File: src/rtl/bole_pkg.sv
`timescale 1ns / 1ps
// Shared types and codes for the bounded ordered list engine.
// No dependencies.
package bole_pkg;

    typedef enum logic [2:0] {
        FN_INS_HEAD = 3'd0,
        FN_INS_TAIL = 3'd1,
        FN_INS_POS  = 3'd2,
        FN_DEL_HEAD = 3'd3,
        FN_DEL_TAIL = 3'd4,
        FN_DEL_VAL  = 3'd5,
        FN_CLEAR    = 3'd6,
        FN_DUMP     = 3'd7
    } func_t;

    typedef enum logic [1:0] {
        STAT_OK        = 2'd0,
        STAT_EMPTY     = 2'd1,
        STAT_NOT_FOUND = 2'd2,
        STAT_FULL      = 2'd3
    } status_t;

    typedef enum logic [4:0] {
        S_IDLE  = 5'b00001,
        S_ALLOC = 5'b00010,
        S_TRAV  = 5'b00100,
        S_LINK  = 5'b01000,
        S_FREE  = 5'b10000
    } state_t;

endpackage

File: src/rtl/bounded_ordered_list_engine_core.sv
`timescale 1ns / 1ps
// Bounded ordered list engine: linked list over a slot pool in two memories.
// Depends on bole_pkg.
//
// One command is taken when start is high and busy is low. Clear, and any
// command that fails at once (insert into a full list, delete or dump of an
// empty list), leaves busy low and answers in the cycle after acceptance.
// Other commands walk the list one node per clock, limited by the next-slot
// memory read that feeds the next read address, and answer in the first cycle
// that busy is low again. An insert at the head passes only the alloc state;
// an insert at list index k > 0 (append: k = length) allocates, walks to
// node k - 1 and links. A delete at the head answers from the walk state;
// a delete at index k > 0, or by value past the head, walks, then frees.
// A dump walks the whole list and gives one element per cycle.
// Every result shows on the result ports for one cycle with done high and
// cannot be stalled; last marks the final result of a command.
module bounded_ordered_list_engine_core
    import bole_pkg::*;
#(
    parameter int CAPACITY   = 64,
    parameter int VALUE_BITS = 32
)
(
    input  logic               clk,
    input  logic               rst_n,
    input  logic               start,
    output logic               busy,
    input  logic [2:0]         func,
    input  logic signed [31:0] value,
    input  logic [7:0]         position,
    output logic               done,
    output logic [1:0]         status,
    output logic signed [31:0] element,
    output logic               last
);

    localparam int SLOT_W = (CAPACITY > 1) ? $clog2(CAPACITY) : 1;
    localparam int CNT_W  = $clog2(CAPACITY + 1);
    localparam int K_W    = (CNT_W > 8) ? CNT_W : 8;

    state_t                  state_reg, state_next;
    func_t                   op_reg, op_next;
    logic [VALUE_BITS-1:0]   vstore_reg, vstore_next;
    logic [CNT_W-1:0]        tgt_reg, tgt_next;
    logic                    hins_reg, hins_next;
    logic [CNT_W-1:0]        len_reg, len_next;
    logic [CNT_W-1:0]        fill_reg, fill_next;
    logic [SLOT_W-1:0]       head_reg, head_next;
    logic [SLOT_W-1:0]       free_head_reg, free_head_next;
    logic [SLOT_W-1:0]       ptr_reg, ptr_next;
    logic [SLOT_W-1:0]       prev_reg, prev_next;
    logic [SLOT_W-1:0]       slot_reg, slot_next;
    logic [SLOT_W-1:0]       idx_reg, idx_next;
    logic                    done_reg, done_next;
    status_t                 status_reg, status_next;
    logic [31:0]             element_reg, element_next;
    logic                    last_reg, last_next;

    logic [VALUE_BITS-1:0]   elem_mem [CAPACITY];
    logic [SLOT_W-1:0]       link_mem [CAPACITY];
    logic [VALUE_BITS-1:0]   elem_rdata;
    logic [SLOT_W-1:0]       link_rdata;
    logic [SLOT_W-1:0]       rd_addr;
    logic                    elem_we;
    logic [SLOT_W-1:0]       elem_waddr;
    logic                    link_we;
    logic [SLOT_W-1:0]       link_waddr;
    logic [SLOT_W-1:0]       link_wdata;

    logic [VALUE_BITS-1:0]   value_ext;
    logic [31:0]             elem_out;
    func_t                   func_in;
    logic                    is_ins;
    logic [K_W-1:0]          pos_m1;
    logic [K_W-1:0]          len_k;
    logic [CNT_W-1:0]        ins_k;
    logic [CNT_W-1:0]        len_m1;
    logic                    last_node;
    logic                    hit;
    logic [SLOT_W-1:0]       alloc_slot;

    generate
        if (VALUE_BITS > 32) begin : g_vin_wide
            assign value_ext = {{(VALUE_BITS - 32){value[31]}}, value};
            assign elem_out  = elem_rdata[31:0];
        end else if (VALUE_BITS == 32) begin : g_vin_eq
            assign value_ext = value;
            assign elem_out  = elem_rdata;
        end else begin : g_vin_narrow
            assign value_ext = value[VALUE_BITS-1:0];
            assign elem_out  = {{(32 - VALUE_BITS){elem_rdata[VALUE_BITS-1]}}, elem_rdata};
        end
    endgenerate

    assign func_in = func_t'(func);
    assign is_ins  = (func_in == FN_INS_HEAD) || (func_in == FN_INS_TAIL)
                  || (func_in == FN_INS_POS);
    assign pos_m1  = (position <= 8'd1) ? K_W'(0) : K_W'(position - 8'd1);
    assign len_k   = K_W'(len_reg);
    assign len_m1  = len_reg - CNT_W'(1);

    always_comb
    begin
        case (func_in)
            FN_INS_HEAD: ins_k = '0;
            FN_INS_TAIL: ins_k = len_reg;
            default:     ins_k = (pos_m1 > len_k) ? len_reg : CNT_W'(pos_m1);
        endcase
    end

    assign last_node  = (CNT_W'(idx_reg) == len_m1);
    assign alloc_slot = (fill_reg != len_reg) ? free_head_reg : fill_reg[SLOT_W-1:0];

    always_comb
    begin
        case (op_reg)
            FN_DEL_VAL: hit = (elem_rdata == vstore_reg);
            FN_DUMP:    hit = 1'b0;
            default:    hit = (CNT_W'(idx_reg) == tgt_reg);
        endcase
    end

    always_comb
    begin
        state_next     = state_reg;
        op_next        = op_reg;
        vstore_next    = vstore_reg;
        tgt_next       = tgt_reg;
        hins_next      = hins_reg;
        len_next       = len_reg;
        fill_next      = fill_reg;
        head_next      = head_reg;
        free_head_next = free_head_reg;
        ptr_next       = ptr_reg;
        prev_next      = prev_reg;
        slot_next      = slot_reg;
        idx_next       = idx_reg;
        done_next      = 1'b0;
        status_next    = STAT_OK;
        element_next   = '0;
        last_next      = 1'b1;
        rd_addr        = head_reg;
        elem_we        = 1'b0;
        elem_waddr     = alloc_slot;
        link_we        = 1'b0;
        link_waddr     = slot_reg;
        link_wdata     = head_reg;

        case (state_reg)
            S_IDLE:
            begin
                rd_addr = is_ins ? free_head_reg : head_reg;
                if (start)
                begin
                    op_next     = func_in;
                    vstore_next = value_ext;
                    ptr_next    = head_reg;
                    idx_next    = '0;
                    case (func_in)
                        FN_INS_HEAD, FN_INS_TAIL, FN_INS_POS:
                        begin
                            hins_next = (ins_k == '0);
                            tgt_next  = ins_k - CNT_W'(1);
                            if (len_reg == CNT_W'(CAPACITY))
                            begin
                                done_next   = 1'b1;
                                status_next = STAT_FULL;
                            end else begin
                                state_next = S_ALLOC;
                            end
                        end
                        FN_CLEAR:
                        begin
                            len_next  = '0;
                            fill_next = '0;
                            head_next = '0;
                            done_next = 1'b1;
                        end
                        default:
                        begin
                            tgt_next = (func_in == FN_DEL_TAIL) ? len_m1 : '0;
                            if (len_reg == '0)
                            begin
                                done_next   = 1'b1;
                                status_next = STAT_EMPTY;
                            end else begin
                                state_next = S_TRAV;
                            end
                        end
                    endcase
                end
            end
            S_ALLOC:
            begin
                slot_next  = alloc_slot;
                elem_we    = 1'b1;
                elem_waddr = alloc_slot;
                if (fill_reg != len_reg)
                    free_head_next = link_rdata;
                else
                    fill_next = fill_reg + CNT_W'(1);
                if (hins_reg)
                begin
                    link_we    = 1'b1;
                    link_waddr = alloc_slot;
                    link_wdata = head_reg;
                    head_next  = alloc_slot;
                    len_next   = len_reg + CNT_W'(1);
                    done_next  = 1'b1;
                    state_next = S_IDLE;
                end else begin
                    state_next = S_TRAV;
                end
            end
            S_TRAV:
            begin
                rd_addr = link_rdata;
                if (op_reg == FN_DUMP)
                begin
                    done_next    = 1'b1;
                    element_next = elem_out;
                    last_next    = last_node;
                    if (last_node)
                        state_next = S_IDLE;
                end
                if (hit && (op_reg == FN_INS_HEAD || op_reg == FN_INS_TAIL
                            || op_reg == FN_INS_POS))
                begin
                    link_we    = 1'b1;
                    link_waddr = slot_reg;
                    link_wdata = link_rdata;
                    prev_next  = ptr_reg;
                    state_next = S_LINK;
                end else if (hit) begin
                    if (idx_reg == '0)
                    begin
                        head_next      = link_rdata;
                        link_we        = 1'b1;
                        link_waddr     = ptr_reg;
                        link_wdata     = free_head_reg;
                        free_head_next = ptr_reg;
                        len_next       = len_reg - CNT_W'(1);
                        done_next      = 1'b1;
                        state_next     = S_IDLE;
                    end else begin
                        link_we    = 1'b1;
                        link_waddr = prev_reg;
                        link_wdata = link_rdata;
                        slot_next  = ptr_reg;
                        state_next = S_FREE;
                    end
                end else if (op_reg == FN_DEL_VAL && last_node) begin
                    done_next   = 1'b1;
                    status_next = STAT_NOT_FOUND;
                    state_next  = S_IDLE;
                end else begin
                    ptr_next  = link_rdata;
                    prev_next = ptr_reg;
                    idx_next  = idx_reg + SLOT_W'(1);
                end
            end
            S_LINK:
            begin
                link_we    = 1'b1;
                link_waddr = prev_reg;
                link_wdata = slot_reg;
                len_next   = len_reg + CNT_W'(1);
                done_next  = 1'b1;
                state_next = S_IDLE;
            end
            S_FREE:
            begin
                link_we        = 1'b1;
                link_waddr     = slot_reg;
                link_wdata     = free_head_reg;
                free_head_next = slot_reg;
                len_next       = len_reg - CNT_W'(1);
                done_next      = 1'b1;
                state_next     = S_IDLE;
            end
            default:
            begin
                state_next = S_IDLE;
            end
        endcase
    end

    always_ff @(posedge clk)
    begin
        if (elem_we)
            elem_mem[elem_waddr] <= vstore_reg;
        if (link_we)
            link_mem[link_waddr] <= link_wdata;
        elem_rdata <= elem_mem[rd_addr];
        link_rdata <= link_mem[rd_addr];
    end

    always_ff @(posedge clk or negedge rst_n)
    begin
        if (!rst_n)
        begin
            state_reg     <= S_IDLE;
            len_reg       <= '0;
            fill_reg      <= '0;
            head_reg      <= '0;
            free_head_reg <= '0;
            done_reg      <= 1'b0;
        end else begin
            state_reg     <= state_next;
            len_reg       <= len_next;
            fill_reg      <= fill_next;
            head_reg      <= head_next;
            free_head_reg <= free_head_next;
            done_reg      <= done_next;
        end
    end

    always_ff @(posedge clk)
    begin
        op_reg      <= op_next;
        vstore_reg  <= vstore_next;
        tgt_reg     <= tgt_next;
        hins_reg    <= hins_next;
        ptr_reg     <= ptr_next;
        prev_reg    <= prev_next;
        slot_reg    <= slot_next;
        idx_reg     <= idx_next;
        status_reg  <= status_next;
        element_reg <= element_next;
        last_reg    <= last_next;
    end

    assign busy    = (state_reg != S_IDLE);
    assign done    = done_reg;
    assign status  = status_reg;
    assign element = element_reg;
    assign last    = last_reg;

endmodule

File: config.mk
export PLATFORM = sky130hd
export DESIGN_NAME = bounded_ordered_list_engine_core
export DESIGN_NICKNAME = d
export VERILOG_FILES = /design/src/rtl/bole_pkg.sv /design/src/rtl/bounded_ordered_list_engine_core.sv
export SDC_FILE = /design/constraint.sdc
export NUM_CORES = 2
export LEC_CHECK = 0
export BUFFER_PORTS_ARGS = -buffer_cell sky130_fd_sc_hd__buf_4
export CAP_MARGIN = 0
export CORE_MARGIN = 2
export CORE_UTILIZATION = 24
export DETAILED_ROUTE_END_ITERATION = 10
export SYNTH_ARGS = -nofsm -noshare
export SYNTH_HDL_FRONTEND = slang
export SYNTH_SLANG_ARGS = --single-unit
File: constraint.sdc
create_clock -name clk -period 9.9 [get_ports clk]
set_input_delay 1.98 -clock clk [delete_from_list [all_inputs] [get_ports clk]]
set_output_delay 1.98 -clock clk [all_outputs]
set_load 0.01 [all_outputs]
==> qor.yml <==
run_status:
  outcome: "finished clean"
cts:
  cts_hold_buf: 0
  clk_pin_slew_ns: 0.06
  insertion_delay_ns: 0.87
  cts_setup_buffers: 0
  cts.repair.resized: 0
  cts_buffers: 281
  htree_levels: 5
  cts_sinks: 2604
  cts_tree: "done"
  clock-root-buffer: "clkbuf_16"
  clockBufferDepth: 4
power:
  powerDensity_nw_per_um2: 321
  irDropWorstVdd_mv: 0.446
  p_leak_nw: 39.2
cells_and_area:
  reg_top3: "elem_mem (2048), link_mem (384)"
  nets: 6826
  drive_gt1_share_pct: 14.8
  area_growth_pct: 17.0
  regMostFlops: "elem_mem"
  utilization_pct: 28.2
  largest_register_ffs: 2048
sta:
  skew_ns: 0.0487
  worst_pin_slew_ns: 1.37
  clock.fmax_mhz: 157
  rsz0062_at_grt: "no"
  finalSetupViolCount: 0
  setup-tns-final_ns: 0
  timing.final.max_slew_violations: 0
  fin_crit_ns: 6.39
  period_share_pct: 64.5
  slew_headroom_pct: 7.17
  hold_viol_final: 0
floorplanning:
  ios: 83
  core_um2: 427000
  dieHeight_um: 658
  die_w_um: 658
  rows: 240
  start_util_pct: 24.1
  dieArea_um2: 434000
route:
  dr.pass1.iters: 6
  initialDrtViolationCount: 8713
  vias_per_cell: 4.94
  drc_errors: 0
  vias: 62579
  ant_nets: 0
  finalWirelength_mm: 329
  wire_per_inst_um: 25.9
setup_path:
  cp-start-kind: "input port"
  crit_fanout: 13
  worstSetupPathType: "in -> reg"
  endpoint_kind: "flip-flop"
  cp.arrival_ns: 6.96
  worst_ep_required_time_ns: 10.47
grt:
  grt-busiest-layer: "met2"
  use_met3_pct: 2.92
  antenna_found_initial: 17
  grt_max_degree: 155
  grt_pass1_wl_mm: 461
  met1_usage_pct: 19.1
  grt-ovfl-total: 0
  grt_use_met2_pct: 24.1
  grt.total_usage_pct: 14.6
  grt_pass1_vias: 60941
logic_synthesis:
  yosys_warnings: 0
  synth_top_area_share_pct: 73.0
  synthCells: 6591
  async_flop_share_pct: 1.23
  synth.avg_cell_area_um2: 15.6
  syn-num-nets: 6652
  synth_top_family_by_area: "simple AND/OR/NAND/NOR gates"
  synth_area_leaders: "edfxtp_1, mux4_2, nand2_1"
  ys_seq_area_share_pct: 75.2
  synth_compound_area_share_pct: 7.30
  synth.largest_area_cell: "edfxtp_1"
  yosysUniqueCellTypes: 85
  synth_edf_count: 2499
  yosys.area_share.simple_pct: 7.66
  synth_mux_area_share_pct: 7.06
  syn_area_um2: 103000
  synthAdderAreaFrac_pct: 0.192
  synthFlopType: "edfxtp_1"
  synth_seq_cells: 2604
  synth-xor-area-share_pct: 0.630
place:
  portBuffers: 82
  gp_congestion: 0.861
  place.detailed.hpwl_mm: 191
flow_run:
  cap_violations: 0
hold_path:
  hold_class: "reg -> reg"
[routing by layer]
metal / wire [µm] / up-vias / share of wire, %
li1: - / 25969 / -
met2: 155000 / 3784 / 47
met3: 35200 / 610 / 11
met4: 13100 / 0 / 4.0
met1: 125000 / 32216 / 38
met5: 0 / - / 0
[power by group]
group	switching [W]	internal, W	leakage [nW]
clock network	0.00430	0.00626	4.50
registers	0.000435	0.0131	23.6
logic	0.0102	0.00429	11.1
total	0.0150	0.0236	39.2
[logic make-up after synthesis]
group	after synthesis
AO/OA/AOI/OAI	1183
flip-flops	2604
AND/OR/NAND/NOR	1839
multiplexers	449
adder cells (fa/ha/maj)	16
XOR/XNOR	74
buffers and inverters	426
[per-stage QoR]
step / instance area (µm²) / cells / total power (W) / setup WS, ns / hold WS (ns)
3_3_place_gp: 111000 / 12169 / 0.0278 / 2.63 / 0.506
5_1_grt: 120000 / 12673 / 0.0399 / 3.24 / 0.554
4_1_cts: 120000 / 12668 / 0.0385 / 3.64 / 0.526
3_5_place_dp: 111000 / 12169 / 0.0280 / 2.78 / 0.513
2_1_floorplan: 103000 / 6591 / 0.0223 / 3.43 / 0.451
6_report: 120000 / 12678 / 0.0386 / 3.51 / 0.532
[layout make-up]
class / instances / area (µm²)
Inverter: 27 / 103
Antenna cell: 10 / 25.0
Tap cell: 5687 / 7120
Clock buffer: 350 / 7510
Multi-Input combinational cell: 3561 / 24200
Timing Repair Buffer: 290 / 2360
Fill cell: 42410 / 307000
Sequential cell: 2604 / 77300
Clock inverter: 149 / 1650
[cells in the mapped netlist (16+ instances only)]
cell type	n
a22oi_1	78
o31ai_1	32
xnor2_1	61
buf_1	43
and3_1	26
inv_1	26
mux2i_1	221
nand4_1	39
o221ai_1	68
a21oi_1	543
nand3_1	155
a32oi_1	16
nand2_1	1129
clkbuf_1	140
buf_2	171
dfrtp_1	31
nor3_1	106
edfxtp_1	2499
a2111oi_0	42
and2_1	45
mux4_2	220
a211oi_1	26
a221oi_1	23
nor2_1	239
o22ai_1	39
or4_1	18
o21ai_0	107
dfxtp_1	73
or3_1	18
a31oi_1	59
buf_4	37
o211ai_1	22
[cell usage in the layout (no fill, tap or decap), types with 32 or more instances in the layout]
| cell type | netlist | routed |
|---|---|---|
| a21oi_1 | 543 | 543 |
| nand3_1 | 155 | 155 |
| o31ai_1 | 32 | 32 |
| nand2_1 | 1129 | 1120 |
| a22oi_1 | 78 | 78 |
| o221ai_1 | 68 | 68 |
| a2111oi_0 | 42 | 42 |
| clkinv_1 | 0 | 45 |
| and2_1 | 45 | 45 |
| bufinv_16 | 0 | 33 |
| o22ai_1 | 39 | 39 |
| a31oi_1 | 59 | 59 |
| mux4_2 | 220 | 220 |
| edfxtp_1 | 2499 | 2499 |
| xnor2_1 | 61 | 61 |
| nor2_4 | 0 | 70 |
| clkbuf_1 | 140 | 54 |
| mux2i_1 | 221 | 221 |
| buf_4 | 37 | 275 |
| clkinv_2 | 0 | 49 |
| nand4_1 | 39 | 39 |
| nor2_1 | 239 | 162 |
| dfxtp_1 | 73 | 73 |
| nor3_1 | 106 | 105 |
| o21ai_0 | 107 | 106 |
| clkbuf_16 | 0 | 287 |
[worst max-delay path, stage by stage]
cell       delay, ns
buf_4           0.13
or4_1           0.60
nor4_1          0.90
nor2_1          0.15
ha_1            0.35
a21oi_1         0.07
maj3_1          0.34
o21ai_0         0.35
a21o_1          0.45
nor2_1          0.11
a31oi_1         0.24
ha_1            0.29
nand2_1         0.11
or3_1           0.34
mux2_2          0.29
xnor2_1         0.13
o2bb2ai_1       0.13
[final timing paths]
path	startpoint	cells past startpoint	end	slack [ns]
hold / removal	elem_out[24]$_DFF_P_	1	element[24]$_SDFF_PN0_	0.53
min in group asynchronous	rst_n	1	len_reg[1]$_DFFE_PN0P_	1.09
hold reg to reg	elem_out[24]$_DFF_P_	1	element[24]$_SDFF_PN0_	0.53
setup reg to reg	vstore_reg[24]$_DFFE_PP_	10	link_mem[13][4]$_DFFE_PP_	3.92
max in group asynchronous	rst_n	1	state_reg[0]$_DFFE_PN1P_	8.43
setup / recovery	position[2]	17	tgt_reg[6]$_DFFE_PP_	3.51
Note: power is estimated with default switching activity, not from simulation.
